## src/design/bsir_pkg.sv

```systemverilog
// ---------------------------------------------------------------------------
// bsir_pkg: shared definitions for the byte set
// Capacity, counter widths, request and status codes, controller states and
// the control bundle that the controller broadcasts along the cell row.
// ---------------------------------------------------------------------------
package bsir_pkg;

  // Number of entries the set can hold (1 to 255).
  localparam int CAPACITY   = 128;
  // Width of the entry count, wide enough to hold CAPACITY itself.
  localparam int CNT_W      = $clog2(CAPACITY + 1);
  // Field widths of the request and result beats.
  localparam int REQ_W      = 2;
  localparam int ELEM_W     = 8;
  localparam int STATUS_W   = 3;
  localparam int TOTAL_W    = 8;
  // Cells are grouped for the match reduction and the removal prefix.
  localparam int GROUP_SIZE = 8;
  localparam int NUM_GROUPS = (CAPACITY + GROUP_SIZE - 1) / GROUP_SIZE;

  typedef enum logic [REQ_W-1:0] {
    REQ_INSERT = 2'd0,
    REQ_REMOVE = 2'd1,
    REQ_QUERY  = 2'd2
  } req_e;

  typedef enum logic [STATUS_W-1:0] {
    STS_ADDED     = 3'd0,
    STS_ALREADY   = 3'd1,
    STS_FULL      = 3'd2,
    STS_REMOVED   = 3'd3,
    STS_NOT_FOUND = 3'd4,
    STS_PRESENT   = 3'd5,
    STS_ABSENT    = 3'd6
  } status_e;

  typedef enum logic [2:0] {
    ST_IDLE,
    ST_CMP,
    ST_GRP,
    ST_SUM,
    ST_APPLY
  } state_e;

  // Control broadcast from the controller to every cell.
  typedef struct packed {
    logic              cmp_en;
    logic              shift_en;
    logic              load_en;
    logic [ELEM_W-1:0] key;
  } cell_ctl_t;

endpackage

```

## src/design/bsir_req_if.sv

```systemverilog
// ---------------------------------------------------------------------------
// bsir_req_if: request channel
// Carries one request beat: the operation code and the byte it concerns.
// ---------------------------------------------------------------------------
interface bsir_req_if;
  logic                        valid;
  logic                        ready;
  logic [bsir_pkg::REQ_W-1:0]  req_type;
  logic [bsir_pkg::ELEM_W-1:0] element;

  modport source (output valid, output req_type, output element, input ready);
  modport sink   (input valid, input req_type, input element, output ready);
endinterface

```

## src/design/bsir_rsp_if.sv

```systemverilog
// ---------------------------------------------------------------------------
// bsir_rsp_if: result channel
// Carries one result beat: the status code and the entry count.
// ---------------------------------------------------------------------------
interface bsir_rsp_if;
  logic                          valid;
  logic                          ready;
  logic [bsir_pkg::STATUS_W-1:0] status;
  logic [bsir_pkg::TOTAL_W-1:0]  entry_total;

  modport source (output valid, output status, output entry_total, input ready);
  modport sink   (input valid, input status, input entry_total, output ready);
endinterface

```

## src/design/bsir_cell.sv

```systemverilog
// ---------------------------------------------------------------------------
// bsir_cell: one entry of the byte set
// Holds one byte, registers its own match against the broadcast key, passes
// the removal prefix on to the next cell and takes its neighbour's byte when
// an entry at or below it is removed.
// ---------------------------------------------------------------------------
module bsir_cell (
  input  logic                        clk_i,
  input  logic                        rst_ni,
  input  bsir_pkg::cell_ctl_t         ctl_i,
  input  logic [bsir_pkg::CNT_W-1:0]  cnt_i,
  input  logic [bsir_pkg::CNT_W-1:0]  idx_i,
  input  logic [bsir_pkg::ELEM_W-1:0] nxt_data_i,
  input  logic                        seen_i,
  output logic [bsir_pkg::ELEM_W-1:0] data_o,
  output logic                        hit_o,
  output logic                        seen_o
);

  logic [bsir_pkg::ELEM_W-1:0] data_q, data_d;
  logic                        hit_q, hit_d;
  logic                        live;

  // The cell holds a valid entry only below the current count.
  assign live = (idx_i < cnt_i);

  // Match flag, captured once per request.
  always_comb begin
    hit_d = hit_q;
    if (ctl_i.cmp_en) begin
      hit_d = live && (data_q == ctl_i.key);
    end
  end

  always_ff @(posedge clk_i or negedge rst_ni) begin
    if (!rst_ni) begin
      hit_q <= 1'b0;
    end else begin
      hit_q <= hit_d;
    end
  end

  // The removal prefix: true from the matching cell upwards.
  assign seen_o = seen_i | hit_q;

  // Byte storage: shift down on removal, load the key on insert at the tail.
  always_comb begin
    data_d = data_q;
    if (ctl_i.shift_en && seen_o) begin
      data_d = nxt_data_i;
    end else if (ctl_i.load_en && (idx_i == cnt_i)) begin
      data_d = ctl_i.key;
    end
  end

  always_ff @(posedge clk_i) begin
    data_q <= data_d;
  end

  assign data_o = data_q;
  assign hit_o  = hit_q;

endmodule

```

## src/design/bsir_ctrl.sv

```systemverilog
// ---------------------------------------------------------------------------
// bsir_ctrl: request sequencer and entry counter
// Takes a request beat, steps the cell row through compare, group reduction
// and prefix, then applies the update and registers the result beat.
// ---------------------------------------------------------------------------
module bsir_ctrl (
  input  logic                               clk_i,
  input  logic                               rst_ni,
  bsir_req_if.sink                           req_i,
  bsir_rsp_if.source                         rsp_o,
  input  logic [bsir_pkg::CAPACITY-1:0]      hit_i,
  output bsir_pkg::cell_ctl_t                ctl_o,
  output logic [bsir_pkg::CNT_W-1:0]         cnt_o,
  output logic [bsir_pkg::NUM_GROUPS-1:0]    carry_o
);

  bsir_pkg::state_e                    state_q, state_d;
  logic [bsir_pkg::REQ_W-1:0]          op_q, op_d;
  logic [bsir_pkg::ELEM_W-1:0]         key_q, key_d;
  logic [bsir_pkg::CNT_W-1:0]          cnt_q, cnt_d;
  logic [bsir_pkg::NUM_GROUPS-1:0]     grp_any_q, grp_any_d;
  logic [bsir_pkg::NUM_GROUPS-1:0]     carry_q, carry_d;
  logic                                found_q, found_d;
  logic                                out_valid_q, out_valid_d;
  logic [bsir_pkg::STATUS_W-1:0]       status_q, status_d;
  logic [bsir_pkg::TOTAL_W-1:0]        total_q, total_d;
  logic [bsir_pkg::NUM_GROUPS-1:0]     grp_any_c;
  logic [bsir_pkg::NUM_GROUPS-1:0]     carry_c;
  logic                                found_c;
  logic                                apply_go;
  logic                                has_room;

  // OR of the match flags within each group of cells.
  always_comb begin
    grp_any_c = '0;
    for (int g = 0; g < bsir_pkg::NUM_GROUPS; g++) begin
      for (int k = 0; k < bsir_pkg::GROUP_SIZE; k++) begin
        if (g * bsir_pkg::GROUP_SIZE + k < bsir_pkg::CAPACITY) begin
          grp_any_c[g] = grp_any_c[g] | hit_i[g * bsir_pkg::GROUP_SIZE + k];
        end
      end
    end
  end

  // Carry into each group: a match somewhere in an earlier group.
  always_comb begin
    logic acc;
    acc     = 1'b0;
    carry_c = '0;
    for (int g = 0; g < bsir_pkg::NUM_GROUPS; g++) begin
      carry_c[g] = acc;
      acc        = acc | grp_any_q[g];
    end
    found_c = acc;
  end

  assign has_room = (cnt_q < bsir_pkg::CNT_W'(bsir_pkg::CAPACITY));
  // The result register must be free before an update is committed.
  assign apply_go = !out_valid_q || rsp_o.ready;

  // Next state, cell control and result.
  always_comb begin
    state_d      = state_q;
    op_d         = op_q;
    key_d        = key_q;
    cnt_d        = cnt_q;
    grp_any_d    = grp_any_q;
    carry_d      = carry_q;
    found_d      = found_q;
    out_valid_d  = out_valid_q;
    status_d     = status_q;
    total_d      = total_q;
    req_i.ready  = 1'b0;
    ctl_o.cmp_en   = 1'b0;
    ctl_o.shift_en = 1'b0;
    ctl_o.load_en  = 1'b0;
    ctl_o.key      = key_q;

    if (out_valid_q && rsp_o.ready) begin
      out_valid_d = 1'b0;
    end

    unique case (state_q)
      bsir_pkg::ST_IDLE: begin
        req_i.ready = 1'b1;
        if (req_i.valid) begin
          op_d    = req_i.req_type;
          key_d   = req_i.element;
          state_d = bsir_pkg::ST_CMP;
        end
      end
      bsir_pkg::ST_CMP: begin
        ctl_o.cmp_en = 1'b1;
        state_d      = bsir_pkg::ST_GRP;
      end
      bsir_pkg::ST_GRP: begin
        grp_any_d = grp_any_c;
        state_d   = bsir_pkg::ST_SUM;
      end
      bsir_pkg::ST_SUM: begin
        carry_d = carry_c;
        found_d = found_c;
        state_d = bsir_pkg::ST_APPLY;
      end
      bsir_pkg::ST_APPLY: begin
        if (apply_go) begin
          case (op_q)
            bsir_pkg::REQ_INSERT: begin
              if (found_q) begin
                status_d = bsir_pkg::STS_ALREADY;
              end else if (has_room) begin
                status_d      = bsir_pkg::STS_ADDED;
                ctl_o.load_en = 1'b1;
                cnt_d         = cnt_q + 1'b1;
              end else begin
                status_d = bsir_pkg::STS_FULL;
              end
            end
            bsir_pkg::REQ_REMOVE: begin
              if (found_q) begin
                status_d       = bsir_pkg::STS_REMOVED;
                ctl_o.shift_en = 1'b1;
                cnt_d          = cnt_q - 1'b1;
              end else begin
                status_d = bsir_pkg::STS_NOT_FOUND;
              end
            end
            default: begin
              // Queries and the unused code only report presence.
              status_d = found_q ? bsir_pkg::STS_PRESENT : bsir_pkg::STS_ABSENT;
            end
          endcase
          total_d     = bsir_pkg::TOTAL_W'(cnt_d);
          out_valid_d = 1'b1;
          state_d     = bsir_pkg::ST_IDLE;
        end
      end
      default: begin
        state_d = bsir_pkg::ST_IDLE;
      end
    endcase
  end

  // Control registers.
  always_ff @(posedge clk_i or negedge rst_ni) begin
    if (!rst_ni) begin
      state_q     <= bsir_pkg::ST_IDLE;
      cnt_q       <= '0;
      out_valid_q <= 1'b0;
    end else begin
      state_q     <= state_d;
      cnt_q       <= cnt_d;
      out_valid_q <= out_valid_d;
    end
  end

  // Payload and working registers.
  always_ff @(posedge clk_i) begin
    op_q      <= op_d;
    key_q     <= key_d;
    grp_any_q <= grp_any_d;
    carry_q   <= carry_d;
    found_q   <= found_d;
    status_q  <= status_d;
    total_q   <= total_d;
  end

  assign rsp_o.valid       = out_valid_q;
  assign rsp_o.status      = status_q;
  assign rsp_o.entry_total = total_q;
  assign cnt_o             = cnt_q;
  assign carry_o           = carry_q;

  // The count never passes the capacity.
  a_cnt_bound: assert property (@(posedge clk_i) disable iff (!rst_ni)
    cnt_q <= bsir_pkg::CNT_W'(bsir_pkg::CAPACITY))
    else $error("entry count above capacity");

  // Stored entries are distinct, so at most one cell matches.
  a_one_hit: assert property (@(posedge clk_i) disable iff (!rst_ni)
    $onehot0(hit_i))
    else $error("more than one cell matched the key");

  // A result beat appears only out of the apply step.
  a_rsp_from_apply: assert property (@(posedge clk_i) disable iff (!rst_ni)
    $rose(out_valid_q) |-> $past(state_q) == bsir_pkg::ST_APPLY)
    else $error("result beat raised outside the apply step");

  // A successful insert grows the set by exactly one.
  a_insert_grows: assert property (@(posedge clk_i) disable iff (!rst_ni)
    (state_q == bsir_pkg::ST_APPLY && apply_go && ctl_o.load_en)
    |=> cnt_q == $past(cnt_q) + 1'b1)
    else $error("insert did not grow the count by one");

  // The row only shifts when a matching entry was found.
  a_shift_found: assert property (@(posedge clk_i) disable iff (!rst_ni)
    ctl_o.shift_en |-> found_q && cnt_q != '0)
    else $error("shift without a matching entry");

endmodule

```

## src/design/byte_set_insert_remove.sv

```systemverilog
// ---------------------------------------------------------------------------
// byte_set_insert_remove: insertion-ordered set of distinct bytes
// A row of compare-and-shift cells holds the entries in order; a small
// sequencer compares, reduces, and inserts at the tail or closes the gap.
// ---------------------------------------------------------------------------
//
//   channel  direction  beat contents
//   req_i    in         req_type (2 bits), element (8 bits)
//   rsp_o    out        status (3 bits), entry_total (8 bits)
//
// Each request passes through five steps: acceptance, the compare in every cell,
// the per-group match reduction, the group prefix and the update with the result
// register load, which also registers the result beat.
// Reset clears the entry count and the sequencer; the stored bytes need none.
// A stalled result holds the update step until the result register is free.
module byte_set_insert_remove (
  input  logic        clk_i,
  input  logic        rst_ni,
  bsir_req_if.sink    req_i,
  bsir_rsp_if.source  rsp_o
);

  bsir_pkg::cell_ctl_t                  ctl;
  logic [bsir_pkg::CNT_W-1:0]           cnt;
  logic [bsir_pkg::NUM_GROUPS-1:0]      carry;
  logic [bsir_pkg::CAPACITY-1:0]        hit;
  logic [bsir_pkg::CAPACITY-1:0]        seen;
  logic [bsir_pkg::CAPACITY-1:0]        seen_in;
  logic [bsir_pkg::ELEM_W-1:0]          data [bsir_pkg::CAPACITY];
  logic [bsir_pkg::ELEM_W-1:0]          nxt_data [bsir_pkg::CAPACITY];

  bsir_ctrl u_ctrl (
    .clk_i   (clk_i),
    .rst_ni  (rst_ni),
    .req_i   (req_i),
    .rsp_o   (rsp_o),
    .hit_i   (hit),
    .ctl_o   (ctl),
    .cnt_o   (cnt),
    .carry_o (carry)
  );

  // The cell row: the prefix ripples within a group and enters each group
  // from the registered carry; each cell but the last reads its upper neighbour's byte.
  for (genvar i = 0; i < bsir_pkg::CAPACITY; i++) begin : g_cell
    if (i % bsir_pkg::GROUP_SIZE == 0) begin : g_head
      assign seen_in[i] = carry[i / bsir_pkg::GROUP_SIZE];
    end else begin : g_body
      assign seen_in[i] = seen[i-1];
    end

    if (i == bsir_pkg::CAPACITY - 1) begin : g_last
      assign nxt_data[i] = data[i];
    end else begin : g_inner
      assign nxt_data[i] = data[i+1];
    end

    bsir_cell u_cell (
      .clk_i      (clk_i),
      .rst_ni     (rst_ni),
      .ctl_i      (ctl),
      .cnt_i      (cnt),
      .idx_i      (bsir_pkg::CNT_W'(i)),
      .nxt_data_i (nxt_data[i]),
      .seen_i     (seen_in[i]),
      .data_o     (data[i]),
      .hit_o      (hit[i]),
      .seen_o     (seen[i])
    );
  end

endmodule

```

## src/flat_wrapper.sv

```systemverilog
// flat-port wrapper written by rule: the top's interface ports become plain ports
module byte_set_insert_remove_flat 
  (clk_i, rst_ni, req_i_valid, req_i_req_type, req_i_element, req_i_ready, rsp_o_valid, rsp_o_status, rsp_o_entry_total, rsp_o_ready);
  bsir_req_if req_i_i ();
  bsir_rsp_if rsp_o_i ();
  input  logic clk_i;
  input  logic rst_ni;
  input wire logic [$bits(req_i_i.valid)-1:0] req_i_valid;
  input wire logic [$bits(req_i_i.req_type)-1:0] req_i_req_type;
  input wire logic [$bits(req_i_i.element)-1:0] req_i_element;
  output wire logic [$bits(req_i_i.ready)-1:0] req_i_ready;
  output wire logic [$bits(rsp_o_i.valid)-1:0] rsp_o_valid;
  output wire logic [$bits(rsp_o_i.status)-1:0] rsp_o_status;
  output wire logic [$bits(rsp_o_i.entry_total)-1:0] rsp_o_entry_total;
  input wire logic [$bits(rsp_o_i.ready)-1:0] rsp_o_ready;
  assign req_i_i.valid = req_i_valid;
  assign req_i_i.req_type = req_i_req_type;
  assign req_i_i.element = req_i_element;
  assign req_i_ready = req_i_i.ready;
  assign rsp_o_valid = rsp_o_i.valid;
  assign rsp_o_status = rsp_o_i.status;
  assign rsp_o_entry_total = rsp_o_i.entry_total;
  assign rsp_o_i.ready = rsp_o_ready;
  byte_set_insert_remove u_core (.clk_i(clk_i), .rst_ni(rst_ni), .req_i(req_i_i), .rsp_o(rsp_o_i));
endmodule
```

## config.mk

```make
export PLATFORM = sky130hd
export DESIGN_NAME = byte_set_insert_remove_flat
export DESIGN_NICKNAME = d
export VERILOG_FILES = /design/src/design/bsir_pkg.sv /design/src/design/bsir_req_if.sv /design/src/design/bsir_rsp_if.sv /design/src/design/bsir_cell.sv /design/src/design/bsir_ctrl.sv /design/src/design/byte_set_insert_remove.sv /design/src/flat_wrapper.sv
export SDC_FILE = /design/constraint.sdc
export NUM_CORES = 2
export LEC_CHECK = 0
export BUFFER_PORTS_ARGS = -buffer_cell sky130_fd_sc_hd__buf_2
export CAP_MARGIN = 30
export CORE_MARGIN = 2
export CORE_UTILIZATION = 25
export CTS_CLUSTER_SIZE = 8
export DETAILED_ROUTE_END_ITERATION = 10
export PLACE_DENSITY = 0.46
export SLEW_MARGIN = 20
export SYNTH_ARGS = -nofsm -noshare
export SYNTH_HDL_FRONTEND = slang
export SYNTH_SLANG_ARGS = --single-unit
```

## constraint.sdc

```tcl
create_clock -name clk_i -period 4 [get_ports clk_i]
set_input_delay 1 -clock clk_i [delete_from_list [all_inputs] [get_ports clk_i]]
set_output_delay 1 -clock clk_i [all_outputs]
set_load 0.02 [all_outputs]
```

==> metrics.md <==
| Metric | Value |
|---|---|
| Worst hold slack | `0.218 ns` |
| Multiplexer area fraction after synthesis | `17.5%` |
| GRT Total Usage | `15.1%` |
| Router iterations before antenna repair | `5` |
| Most frequent CP cell | `buf_4` |
| Fin Setup TNS | `0 ns` |
| # resized after CTS | `0` |
| Main combinational cell family by area after synthesis | `multiplexers` |
| Max-cap viol count | `0` |
| Iter 0 DRT Violations | `2792` |
| Headroom to the max-slew limit | `30.9%` |
| PwrDens | `510 nW/µm²` |
| Hpwl dp | `141 mm` |
| Cells after Synth | `4827` |
| Fmax | `0.293 GHz` |
| Vias | `40000` |
| Max stage delay on crit path | `0.78 ns` |
| Placed cell count | `8285` |
| Seq/Total Area, Yosys | `54.7%` |
| Die Span Y | `516 µm` |
| Layout cells sized above 1 | `32.2%` |
| Peak VDD IR | `418 µV` |
| Final Hold Vio Count | `0` |
| Largest net degree at the start of global routing | `82` |
| Hold/Removal Path Class | `input pin to asynchronous set/reset pin` |
| Syn_nets | `4846` |
| Status | `completed` |
| Setup ws final | `0.584 ns` |
| Register clock-pin slew on the reported worst setup and hold paths | `0.06 ns` |
| Dpl ws | `0.389 ns` |
| Worst-path fanout max | `19` |
| Cell Rows | `188` |
| Async set-or-reset flop fraction in the synthesized netlist | `11.5%` |
| Crit path DAT | `3.94 ns` |
| Avg WL per Cell | `23.7 µm` |
| Yosys reg bits | `1217` |
| Ys Warns | `0` |
| Synth Area in Compound Gates | `4.83%` |
| Post-CTS Setup Bufs | `0` |
| Antenna violations before repair | `12` |
| Ys flop type | `edfxtp_1` |
| EDFF count, synth | `1077` |
| Num ports | `27` |
| Post-synthesis xor/xnor area fraction | `13.8%` |
| Post-route DRC violation count | `0` |
| Final Cell Area | `76200 µm²` |
| Commonest non-fill, non-tap cell in the layout | `edfxtp_1` |
| Cts hold-fix bufs | `0` |
| Root buf cell | `clkbuf_16` |
| Via density | `4.65` |
| Clock buffer depth | `3` |
| CTS Buf Count | `171` |
| CP max stage cell | `o21ai_0` |
| Post-place instance area | `71200 µm²` |
| Final Slew Violations | `0` |
| CP required | `4.53 ns` |
| Tcrit/Tclk final | `85.4%` |
| Clock Latency Late Sink | `0.82 ns` |
| Die area | `266000 µm²` |
| First-pass GRT wire length | `299 mm` |
| Least-Margin Pin Slew | `1.04 ns` |
| GRT overflow | `0` |
| Fin util | `29.1%` |
| Area of the core | `262000 µm²` |
| Syn-to-layout area delta | `16.2%` |
| Crit path buf inv count | `3` |
| CTS Sinks | `1217` |
| PortBufs | `26` |
| Horiz. Die Dim | `516 µm` |
| Setup CP Type | `flop to flop` |
| Final Setup Violations | `0` |
| Fin cells | `8610` |
| Post-synthesis adder-cell area fraction | `0.0954%` |
| PnR Total Power | `38.9 mW` |
| Simple-gate area share of the yosys netlist | `6.67%` |
| Number of unique standard cell types used by synthesis | `81` |
| CP Capture Type | `flop` |
| Syn avg cell area | `13.6 µm²` |
| ANT nets after route | `0` |
| Startpoint types | `flop` |
| Gpl congestion | `0.813` |
| CTS tree | `yes` |
| Post-Route WL | `204 mm` |
| Vias in the first global route | `42000` |
| Mapped Area | `65600 µm²` |
| Most frequent cells in the layout | `edfxtp_1 (1077), mux2_2 (1009), xor2_1 (813)` |
| Critical path cell sequence | `or4_1, nor3_4, buf_12, nand3_1, buf_4, o21ai_0, buf_4` |
| Final net count | `4967` |
| Worst clock skew | `0.0292 ns` |
| H-tree depth | `4` |
| RSZ-0062 raised after global routing | `no` |
| Cell family with most CP delay | `simple AND/OR/NAND/NOR gates` |
| Clock period minus worst slack | `3.42 ns` |
| LEAKAGE | `25.5 nW` |
| Starting Density | `25.1%` |
-- worst paths after layout --
path	slack, ns	startpoint	to	cells after the start
max	0.58	u_core.u_ctrl.op_q[1]	u_core.g_cell[35].u_cell.data_o[3]	7
min	0.22	rst_ni	u_core.g_cell[35].u_cell.hit_o	1
max reg2reg	0.58	u_core.u_ctrl.op_q[1]	u_core.g_cell[35].u_cell.data_o[3]	7
min reg2reg	0.47	u_core.g_cell[45].u_cell.hit_o	u_core.g_cell[45].u_cell.hit_o	2
max in group asynchronous	2.74	rst_ni	u_core.g_cell[116].u_cell.hit_o	3
min in group clk_i	0.37	req_i_element[2]	u_core.u_ctrl.key_q[2]	1
-- per-layer routing --
metal | GRT usage [%] | part of all wire, %
met1 | 20.7 | 46
met2 | 24.4 | 46
met3 | 2.20 | 4.6
met4 | 4.92 | 3.0
met5 | 0 | 0.0064
-- synth_stat cells, drive strengths merged, types with 13 or more instances --
cell        n  area share (%)
edfxtp   1077              49
mux2     1017              18
xor2      813              11
nand2     229             1.6
nor4      225             2.3
xnor2     222             3.0
clkbuf    194             1.1
buf       157             1.2
dfrtp     140             5.3
nor2       97            0.73
o2111ai    83             1.1
o21ai      73            0.68
o21bai     56            0.64
nor3       49            0.41
a21oi      46            0.48
nand3      46            0.35
o22ai      46            0.44
nand4      43            0.41
inv        16           0.092
o41ai      16            0.25
o21a       15            0.17
or4        15            0.18
o31ai      13            0.19
-- flip-flops by register name, summed over array words and instances (netlist names) --
name and cells:
u_core.g_cell.u_cell.data_o 1024, u_core.g_cell.u_cell.hit_o 128, u_core.u_ctrl.grp_any_q 16, u_core.u_ctrl.carry_o 15
u_core.u_ctrl.cnt_o 8, u_core.u_ctrl.key_q 8, u_core.u_ctrl.rsp_o.entry_total 8, u_core.u_ctrl.rsp_o.status 3
u_core.u_ctrl.state_q 3, u_core.u_ctrl.op_q 2, u_core.u_ctrl.found_q 1, u_core.u_ctrl.rsp_o.valid 1
-- power breakdown --
group          switching [mW]  leakage [nW]  total (mW)  internal, mW
registers               0.467          11.6        15.5          15.0
clock network            5.77          2.36        13.8          8.05
logic                    5.90          11.5        9.60          3.70
total                    12.1          25.5        38.9          26.8
-- cell type report --
class / instances / area [µm²]
fill: 26600 / 185000
sequential: 1217 / 35800
multi-input combinational: 3241 / 28200
clock buffer: 298 / 4780
tap: 3515 / 4400
timing repair buffer: 299 / 2680
clock inverter: 15 / 196
inverter: 18 / 67.6
antenna: 7 / 17.5
-- logic make-up after synthesis --
logic type	after synthesis
DFF	1217
and+or+nand+nor	772
buffers and inverters	369
adders and majority gates	5
xor gates and xnor gates	1035
AOI/OAI and AO/OA	411
muxes	1018
No activity file was read; power rests on OpenSTA's default activity.
